File: src/lbcm_pkg.sv
// Shared types and constants for the letterbox coordinate mapper.
// Holds field widths, operation and register codes, and the configuration struct.
// No dependencies; every other file of the block imports this package.
`default_nettype none

package lbcm_pkg;

    localparam int COORD_BITS_DEFAULT = 16;
    localparam int FRAC_BITS_DEFAULT  = 16;

    localparam int OP_W        = 3;
    localparam int LOG_W       = 13;
    localparam int PHYS_W      = 14;
    localparam int VIEW_W      = 13;
    localparam int SCALE_W     = 24;
    localparam int OUT_W       = 13;
    localparam int EXACT_W     = 28;
    localparam int CFG_INDEX_W = 3;
    localparam int CFG_DATA_W  = 24;

    localparam logic [OUT_W-1:0]  PHYS_BOUND_MAX = 13'd8191;
    localparam logic [PHYS_W-1:0] PHYS_SIZE_SAT  = 14'd8192;

    localparam logic [LOG_W-1:0]  RESET_LOGICAL_WIDTH   = 13'd640;
    localparam logic [LOG_W-1:0]  RESET_LOGICAL_HEIGHT  = 13'd480;
    localparam logic [PHYS_W-1:0] RESET_PHYSICAL_WIDTH  = 14'd640;
    localparam logic [PHYS_W-1:0] RESET_PHYSICAL_HEIGHT = 14'd480;
    localparam logic [VIEW_W-1:0] RESET_VIEWPORT_LEFT   = 13'd0;
    localparam logic [VIEW_W-1:0] RESET_VIEWPORT_TOP    = 13'd0;

    typedef enum logic [OP_W-1:0] {
        OP_LPOINT_TO_PHYS = 3'd0,
        OP_PPOINT_TO_LOG  = 3'd1,
        OP_LRECT_TO_PHYS  = 3'd2,
        OP_PRECT_TO_LOG   = 3'd3,
        OP_VIRTUAL_MAP    = 3'd4
    } op_t;

    typedef enum logic [CFG_INDEX_W-1:0] {
        REG_LOGICAL_WIDTH   = 3'd0,
        REG_LOGICAL_HEIGHT  = 3'd1,
        REG_PHYSICAL_WIDTH  = 3'd2,
        REG_PHYSICAL_HEIGHT = 3'd3,
        REG_VIEWPORT_LEFT   = 3'd4,
        REG_VIEWPORT_TOP    = 3'd5,
        REG_SCALE           = 3'd6,
        REG_INV_SCALE       = 3'd7
    } cfg_reg_t;

    typedef struct packed {
        logic [SCALE_W-1:0] scale;
        logic [SCALE_W-1:0] inv_scale;
        logic [VIEW_W-1:0]  view_left;
        logic [VIEW_W-1:0]  view_top;
        logic [OUT_W-1:0]   log_bound_x;
        logic [OUT_W-1:0]   log_bound_y;
        logic [OUT_W-1:0]   phys_bound_x;
        logic [OUT_W-1:0]   phys_bound_y;
    } cfg_t;

endpackage

`default_nettype wire

File: src/lbcm_config.sv
// Configuration registers of the letterbox coordinate mapper and the bounds derived from them.
// Depends on lbcm_pkg for register codes, widths and the cfg_t struct.
`default_nettype none

module lbcm_config #(
    parameter int FRAC_BITS = lbcm_pkg::FRAC_BITS_DEFAULT,
    localparam int EXT_W = lbcm_pkg::LOG_W + lbcm_pkg::SCALE_W + 1 - FRAC_BITS
) (
    input  wire                                clk,
    input  wire                                rst_n,
    input  wire                                cfg_write,
    input  wire [lbcm_pkg::CFG_INDEX_W-1:0]    cfg_index,
    input  wire [lbcm_pkg::CFG_DATA_W-1:0]     cfg_data,
    output lbcm_pkg::cfg_t                     cfg,
    output logic [EXT_W-1:0]                   ext_x,
    output logic [EXT_W-1:0]                   ext_y
);
    import lbcm_pkg::*;

    localparam int EXT_SUM_W = LOG_W + SCALE_W + 1;

    logic [LOG_W-1:0]   log_width_reg;
    logic [LOG_W-1:0]   log_height_reg;
    logic [PHYS_W-1:0]  phys_width_reg;
    logic [PHYS_W-1:0]  phys_height_reg;
    logic [VIEW_W-1:0]  view_left_reg;
    logic [VIEW_W-1:0]  view_top_reg;
    logic [SCALE_W-1:0] scale_reg;
    logic [SCALE_W-1:0] inv_scale_reg;

    logic [OUT_W-1:0]   log_bound_x_reg;
    logic [OUT_W-1:0]   log_bound_y_reg;
    logic [OUT_W-1:0]   phys_bound_x_reg;
    logic [OUT_W-1:0]   phys_bound_y_reg;
    logic [EXT_W-1:0]   ext_x_reg;
    logic [EXT_W-1:0]   ext_y_reg;

    logic [OUT_W-1:0]     log_bound_x_next;
    logic [OUT_W-1:0]     log_bound_y_next;
    logic [OUT_W-1:0]     phys_bound_x_next;
    logic [OUT_W-1:0]     phys_bound_y_next;
    logic [EXT_W-1:0]     ext_x_next;
    logic [EXT_W-1:0]     ext_y_next;
    logic [EXT_SUM_W-1:0] ext_sum_x;
    logic [EXT_SUM_W-1:0] ext_sum_y;
    logic [EXT_SUM_W-1:0] half_q;

    always_ff @(posedge clk or negedge rst_n)
    begin
        if (!rst_n)
        begin
            log_width_reg   <= RESET_LOGICAL_WIDTH;
            log_height_reg  <= RESET_LOGICAL_HEIGHT;
            phys_width_reg  <= RESET_PHYSICAL_WIDTH;
            phys_height_reg <= RESET_PHYSICAL_HEIGHT;
            view_left_reg   <= RESET_VIEWPORT_LEFT;
            view_top_reg    <= RESET_VIEWPORT_TOP;
            scale_reg       <= SCALE_W'(1) << FRAC_BITS;
            inv_scale_reg   <= SCALE_W'(1) << FRAC_BITS;
        end
        else if (cfg_write)
        begin
            case (cfg_reg_t'(cfg_index))
                REG_LOGICAL_WIDTH:   log_width_reg   <= cfg_data[LOG_W-1:0];
                REG_LOGICAL_HEIGHT:  log_height_reg  <= cfg_data[LOG_W-1:0];
                REG_PHYSICAL_WIDTH:  phys_width_reg  <= cfg_data[PHYS_W-1:0];
                REG_PHYSICAL_HEIGHT: phys_height_reg <= cfg_data[PHYS_W-1:0];
                REG_VIEWPORT_LEFT:   view_left_reg   <= cfg_data[VIEW_W-1:0];
                REG_VIEWPORT_TOP:    view_top_reg    <= cfg_data[VIEW_W-1:0];
                REG_SCALE:           scale_reg       <= cfg_data[SCALE_W-1:0];
                REG_INV_SCALE:       inv_scale_reg   <= cfg_data[SCALE_W-1:0];
                default:             ;
            endcase
        end
    end

    // The viewport extent rounds the scaled logical size and never drops below one pixel.
    always_comb
    begin
        half_q    = EXT_SUM_W'(1) << (FRAC_BITS - 1);
        ext_sum_x = EXT_SUM_W'(log_width_reg) * EXT_SUM_W'(scale_reg) + half_q;
        ext_sum_y = EXT_SUM_W'(log_height_reg) * EXT_SUM_W'(scale_reg) + half_q;
        ext_x_next = ext_sum_x[EXT_SUM_W-1:FRAC_BITS];
        ext_y_next = ext_sum_y[EXT_SUM_W-1:FRAC_BITS];
        if (ext_x_next == '0)
        begin
            ext_x_next = EXT_W'(1);
        end
        if (ext_y_next == '0)
        begin
            ext_y_next = EXT_W'(1);
        end

        log_bound_x_next = (log_width_reg == '0) ? '0 : log_width_reg - LOG_W'(1);
        log_bound_y_next = (log_height_reg == '0) ? '0 : log_height_reg - LOG_W'(1);

        if (phys_width_reg == '0)
        begin
            phys_bound_x_next = '0;
        end
        else if (phys_width_reg > PHYS_SIZE_SAT)
        begin
            phys_bound_x_next = PHYS_BOUND_MAX;
        end
        else
        begin
            phys_bound_x_next = OUT_W'(phys_width_reg - PHYS_W'(1));
        end

        if (phys_height_reg == '0)
        begin
            phys_bound_y_next = '0;
        end
        else if (phys_height_reg > PHYS_SIZE_SAT)
        begin
            phys_bound_y_next = PHYS_BOUND_MAX;
        end
        else
        begin
            phys_bound_y_next = OUT_W'(phys_height_reg - PHYS_W'(1));
        end
    end

    always_ff @(posedge clk)
    begin
        log_bound_x_reg  <= log_bound_x_next;
        log_bound_y_reg  <= log_bound_y_next;
        phys_bound_x_reg <= phys_bound_x_next;
        phys_bound_y_reg <= phys_bound_y_next;
        ext_x_reg        <= ext_x_next;
        ext_y_reg        <= ext_y_next;
    end

    always_comb
    begin
        cfg.scale        = scale_reg;
        cfg.inv_scale    = inv_scale_reg;
        cfg.view_left    = view_left_reg;
        cfg.view_top     = view_top_reg;
        cfg.log_bound_x  = log_bound_x_reg;
        cfg.log_bound_y  = log_bound_y_reg;
        cfg.phys_bound_x = phys_bound_x_reg;
        cfg.phys_bound_y = phys_bound_y_reg;
    end

    assign ext_x = ext_x_reg;
    assign ext_y = ext_y_reg;

endmodule

`default_nettype wire

File: config.mk
export PLATFORM = sky130hd
export DESIGN_NAME = lbcm_config
export DESIGN_NICKNAME = d
export VERILOG_FILES = /design/src/lbcm_pkg.sv /design/src/lbcm_config.sv
export SDC_FILE = /design/constraint.sdc
export NUM_CORES = 2
export LEC_CHECK = 0
export BUFFER_PORTS_ARGS = -buffer_cell sky130_fd_sc_hd__buf_2
export CORE_MARGIN = 5
export CORE_UTILIZATION = 45
export CTS_CLUSTER_SIZE = 12
export DETAILED_ROUTE_END_ITERATION = 12
export PLACE_DENSITY = 0.67
export SLEW_MARGIN = 5
export SYNTH_ARGS = -nofsm -noshare
export SYNTH_HDL_FRONTEND = slang
export SYNTH_SLANG_ARGS = --single-unit
File: constraint.sdc
create_clock -name clk -period 9.6 [get_ports clk]
set_input_delay 0.48 -clock clk [delete_from_list [all_inputs] [get_ports clk]]
set_output_delay 0.48 -clock clk [all_outputs]
set_load 0.02 [all_outputs]
# == Word level (Yosys, flattened, before mapping) ==
# Index checks and enable logic that the tools add are counted.
# totals
register_bits,224
latch_bits,0
mem_bits_rw,0
romBits,0
inputBits,30
out_inout_bits,170
wordCells,48
mem_count,0
# op_classes
addsub,6
n_mul,2
n_div,0
magnitude_cmp,2
eq_ne,7
n_shift,0
muxes,2
bitwise,0
reduce_logical,15
# op_table
operator,n
$add A37 B16 Y38 const B,2
$mul A13 B24 Y37,2
$sub A13 B1 Y13 const B,4
$logic_not A22 Y1,2
$gt A14 B14 Y1 const B,2
$logic_not A14 Y1,2
$logic_not A13 Y1,2
$mux W13,2
$reduce_and A2 Y1,8
$eq A3 B3 Y1 const B,4
$eq A3 B2 Y1 const B,2
$eq A3 B1 Y1 const B,1
$logic_not A3 Y1,1

# == Longest topological paths before layout ==
# logic_depth
depth_word,3
mapped_depth,24
depth_no_buf,23

# == Worst setup path after synthesis ==
# OpenSTA, ideal clock, no wires.
# synth_path
path_type,register -> register
startpoint,reg log_width_reg[7]
endpoint,"reg ext_x_reg[0], in the netlist ext_x[0]"
setup_ps,96
arrival_ps,6721
required_ps,9504
setup_slack_ps,2783
path_stages_with_launch,22
path_cell_list,dfstp_2 clkbuf_1 buf_1 nand2_1 fa_1 inv_1 fa_1 fa_1 fa_1 fa_1 fa_1 ha_1 nand4_1 nor4_1 o31ai_1 a21oi_1 nor3_1 o31ai_1 xor2_1 or4_1 or4_1 o41ai_2
# synth_between
elab_chain_cells,3
# synth_rtl
element,line_no,rtl
"start, declared",lbcm_config.sv:22,logic [LOG_W-1:0] log_width_reg;
"start signal, assigned",lbcm_config.sv:64,REG_LOGICAL_WIDTH: log_width_reg <= cfg_data[LOG_W-1:0];
$mul A13 B24 Y37 *,lbcm_config.sv:81,ext_sum_x = EXT_SUM_W'(log_width_reg) * EXT_SUM_W'(scale_reg) + half_q;
$add A37 B16 Y38 *,lbcm_config.sv:81,
$logic_not A22 Y1,lbcm_config.sv:85,if (ext_x_next == '0)
"end signal, assigned",lbcm_config.sv:130,ext_x_reg <= ext_x_next;
"end, declared",lbcm_config.sv:35,logic [EXT_W-1:0] ext_x_reg;
# Mark *: on every way between the ends. The rest lies on a longest branch, timed or not.
# A chain may end at the register's enable or synchronous reset.

# == Final worst setup path ==
# layout_path
startpoint,reg log_width_reg[8]
endpoint,"reg ext_x_reg[0], in the netlist ext_x[0]"
# The elaborated chain is that of the path after synthesis.

==> results.md <==
- Status: completed
- Initial Util: 45.43%
- CTS H-tree lvls: 1
- Drt drc: 0
- CTS tree: built
- Post-DRT Antenna Nets: 0
- CP dominant cell by count: fa_1
- Largest net degree at the start of global routing: 84
- CP Launch Type: flop
- Vias in the first global route: 21530
- Number of port buffers: 199
- RSZ-0062 raised after global routing: no
- Die X-Extent: 256.9 µm
- Ys async rst share: 57.14%
- Critical Path Fanout Max: 29
- Clock buffer count from CTS: 26
- Post-CTS Setup Inserts: 0
- Critical path origin: log_width_reg[8]
- Layout Utilization: 49.45%
- Grt ovf: 0
- Worst path required time: 10.07 ns
- EDFF count, synth: 0
- Max-capacitance violation count: 0
- Clock Sinks: 224
- Share of layout cells above drive strength 1: 13.94%
- Main flop type after synthesis: dfrtp_1
- DIE AREA: 65970 µm²
- Die Y: 256.9 µm
- GR Util All Layers: 21.19%
- DR iter-0 viols: 1282
- Fin Hold WS: 0.1495 ns
- Top-Level Pins: 200
- FF/Latch Area: 5142 µm²
- Final setup fails: 0
- Worst setup endpoint: ext_x[0]
- Fillers: 5517
- Final slew viol count: 0
- TNS Setup: 0 ns
- R2r setup slk: 2.01 ns
- Synth Cell Area: 27420 µm²
- Crit share post-route: 79.04%
- # rows: 90
- Vias per cell: 5.293
- Cell chain of the critical path: nand2_1 -> fa_1 -> inv_1 -> fa_1 -> fa_1 -> fa_1 -> fa_1 -> fa_1 -> ha_1 -> nand4_1 -> nor4_1 -> o31ai_1 -> a21oi_1 -> nor3_1 -> o31ai_1 -> xor2_1 -> or4_1 -> or4_1 -> o41ai_2
- Sequential share of the synthesized area: 18.75%
- Area grow syn2layout: 8.848%
- Detailed Routing Iterations Pass 1: 6
- CP peak stage delay: 1.13 ns
- Initial antenna violation count: 2
- Worst rel slew slack: 20.61%
- Tmin final: 7.588 ns
- Longest Clk Path Bufs: 3
- Syn Inst Count: 2805
- Final WL: 69360 µm
- FF+latch count, synth: 224
- FF-to-FF path depth: 19
- Area of the multi-input gates: 20050 µm²
- Hold WC Path Type: in2reg
- Final Wtd Congestion: 0.9010
- Critical path's slowest cell: dfrtp_1
- Tightest Pin Transition: 1.191 ns
- Hold path startpoint: cfg_data[15]
- Reg clk slew, reported paths: 0.06 ns
- Skew-Pair Late Insertion Delay: 0.58 ns
- Core ar.: 60360 µm²
- Ys Warns: 0
- Worst r2r src: log_width_reg[8]
- Mapped Nets: 3547
- Final net count: 3642
- Root buffer cell: clkbuf_16
- WS Path Type: reg2reg
- Maximum clock rate: 131.8 MHz
- R2R Path End: ext_x[0]
- Worst setup EP type: flop
- First-pass GRT wire length: 115300 µm
- Critical Path AT: 8.06 ns
- Drt wl/cell: 18.74 µm
- Final hold vios: 0
- Synth cell types: 59
- Max Clock Skew: 0.02306 ns
- Avg Cell Area, Syn: 9.776 µm²
- Hpwl dp: 53850 µm
- Via count: 19590
==> cells in the mapped netlist (3+ instances only) <==
| library cell | number | area (µm²) |
|---|---|---|
| a211oi_1 | 12 | 90.09 |
| o211ai_1 | 6 | 45.04 |
| nand3_1 | 6 | 30.03 |
| ha_1 | 228 | 2853 |
| or2_2 | 3 | 18.77 |
| and3_1 | 8 | 50.05 |
| nor4_1 | 16 | 100.1 |
| dfrtp_1 | 114 | 2853 |
| nand2_1 | 446 | 1674 |
| nand4_1 | 11 | 68.82 |
| xor2_1 | 28 | 245.2 |
| o21bai_1 | 10 | 75.07 |
| nor3_1 | 20 | 100.1 |
| nand4b_1 | 5 | 43.79 |
| nor2b_1 | 3 | 18.77 |
| nand2b_1 | 12 | 75.07 |
| xnor2_1 | 50 | 437.9 |
| mux2_2 | 122 | 1374 |
| a221o_1 | 3 | 30.03 |
| or3_1 | 3 | 18.77 |
| or4_1 | 6 | 45.04 |
| a21o_1 | 17 | 127.6 |
| dfxtp_1 | 96 | 1922 |
| o21ai_0 | 50 | 250.2 |
| nor3b_1 | 3 | 22.52 |
| inv_1 | 441 | 1655 |
| fa_1 | 484 | 9689 |
| a21oi_1 | 74 | 370.4 |
| and2_1 | 234 | 1464 |
| o31ai_1 | 8 | 60.06 |
| clkbuf_1 | 140 | 525.5 |
| and4_1 | 3 | 26.28 |
| buf_1 | 14 | 52.55 |
| dfstp_2 | 14 | 367.9 |
| a31oi_1 | 12 | 75.07 |
| nor2_1 | 67 | 251.5 |
| a21boi_0 | 3 | 22.52 |
==> cell type report <==
| type | instances | area share [%] |
|---|---|---|
| Antenna cell | 1 | 0.008384 |
| Clock buffer | 42 | 2.624 |
| Clock inverter | 5 | 0.1509 |
| Inverter | 441 | 5.546 |
| Multi-Input combinational cell | 1983 | 67.18 |
| Sequential cell | 224 | 17.23 |
| Tap cell | 782 | 3.278 |
| Timing Repair Buffer | 224 | 3.982 |
==> layer usage <==
metal  track usage, %  share of wire (%)  vias up
met5                0                  0        -
met4            5.130                2.5        0
met3            3.922                6.7      129
met2            36.10                 49      616
met1            28.32                 42     9997
li1                 -                  -     8852
==> repair_timing <==
action                                 4_1_cts  5_1_grt
gates resized for setup                      0        0
hold buffers                                 1        0
endpoints found under the hold margin       44        0
==> worst min path at each step <==
| stage | slack, ns | end | cells past startpoint |
|---|---|---|---|
| floorplan | 0.18 | inv_scale_reg[0] | 0 |
| global placement | 0.48 | view_top_reg[11] | 1 |
| detailed placement | 0.49 | inv_scale_reg[10] | 1 |
| CTS | 0.12 | inv_scale_reg[23] | 2 |
| global route | 0.14 | inv_scale_reg[19] | 2 |
| finish | 0.15 | scale_reg[15] | 2 |
==> metrics by stage <==
stage | instances | area (µm²) | setup slack (ns)
5_1_grt | 3702 | 29850 | 1.565
3_3_place_gp | 3653 | 29010 | 2.335
3_5_place_dp | 3653 | 29010 | 2.121
2_1_floorplan | 2805 | 27420 | 2.783
6_report | 3702 | 29850 | 2.012
4_1_cts | 3701 | 29840 | 2.077
==> cells by family after synthesis <==
group	count (synthesis)	synth area share, %
AOI/OAI and AO/OA	217	4.910
xor gates and xnor gates	78	2.491
and+or+nand+nor	852	14.80
muxes	124	5.083
buffers and inverters	598	8.222
DFF	224	18.75
adders and majority gates	712	45.74
==> worst max-delay path: cells and delay by family (launching register included) <==
kind / cells / cell delay (ns)
AO/OA/AOI/OAI: 4 / 1.09
flip-flops: 1 / 1.13
XOR/XNOR: 1 / 0.13
buffers and inverters: 1 / 0.05
adder cells (fa/ha/maj): 7 / 3.29
AND/OR/NAND/NOR: 6 / 1.79
==> cell usage in the layout, fill, tap and decap left out, types with 5 or more instances in the layout <==
cell       Yosys  final
a211oi_1      12     12
a21o_1        17     17
a21oi_1       74     74
a31oi_1       12     12
and2_1       234    234
and3_1         8      8
buf_2          2    198
buf_4          0     25
clkbuf_1     140     11
clkbuf_16      0     28
dfrtp_1      114    114
dfstp_2       14     14
dfxtp_1       96     96
fa_1         484    484
ha_1         228    228
inv_1        441    441
mux2_2       122    122
nand2_1      446    446
nand2b_1      12     12
nand3_1        6      6
nand4_1       11     11
nand4b_1       5      5
nor2_1        67     67
nor3_1        20     19
nor4_1        16     15
o211ai_1       6      6
o21ai_0       50     50
o21bai_1      10     10
o31ai_1        8      8
or4_1          6      6
xnor2_1       50     50
xor2_1        28     28
Power is not shown: default switching activity piles up to over one toggle a cycle in this logic, so the estimate is an artifact.
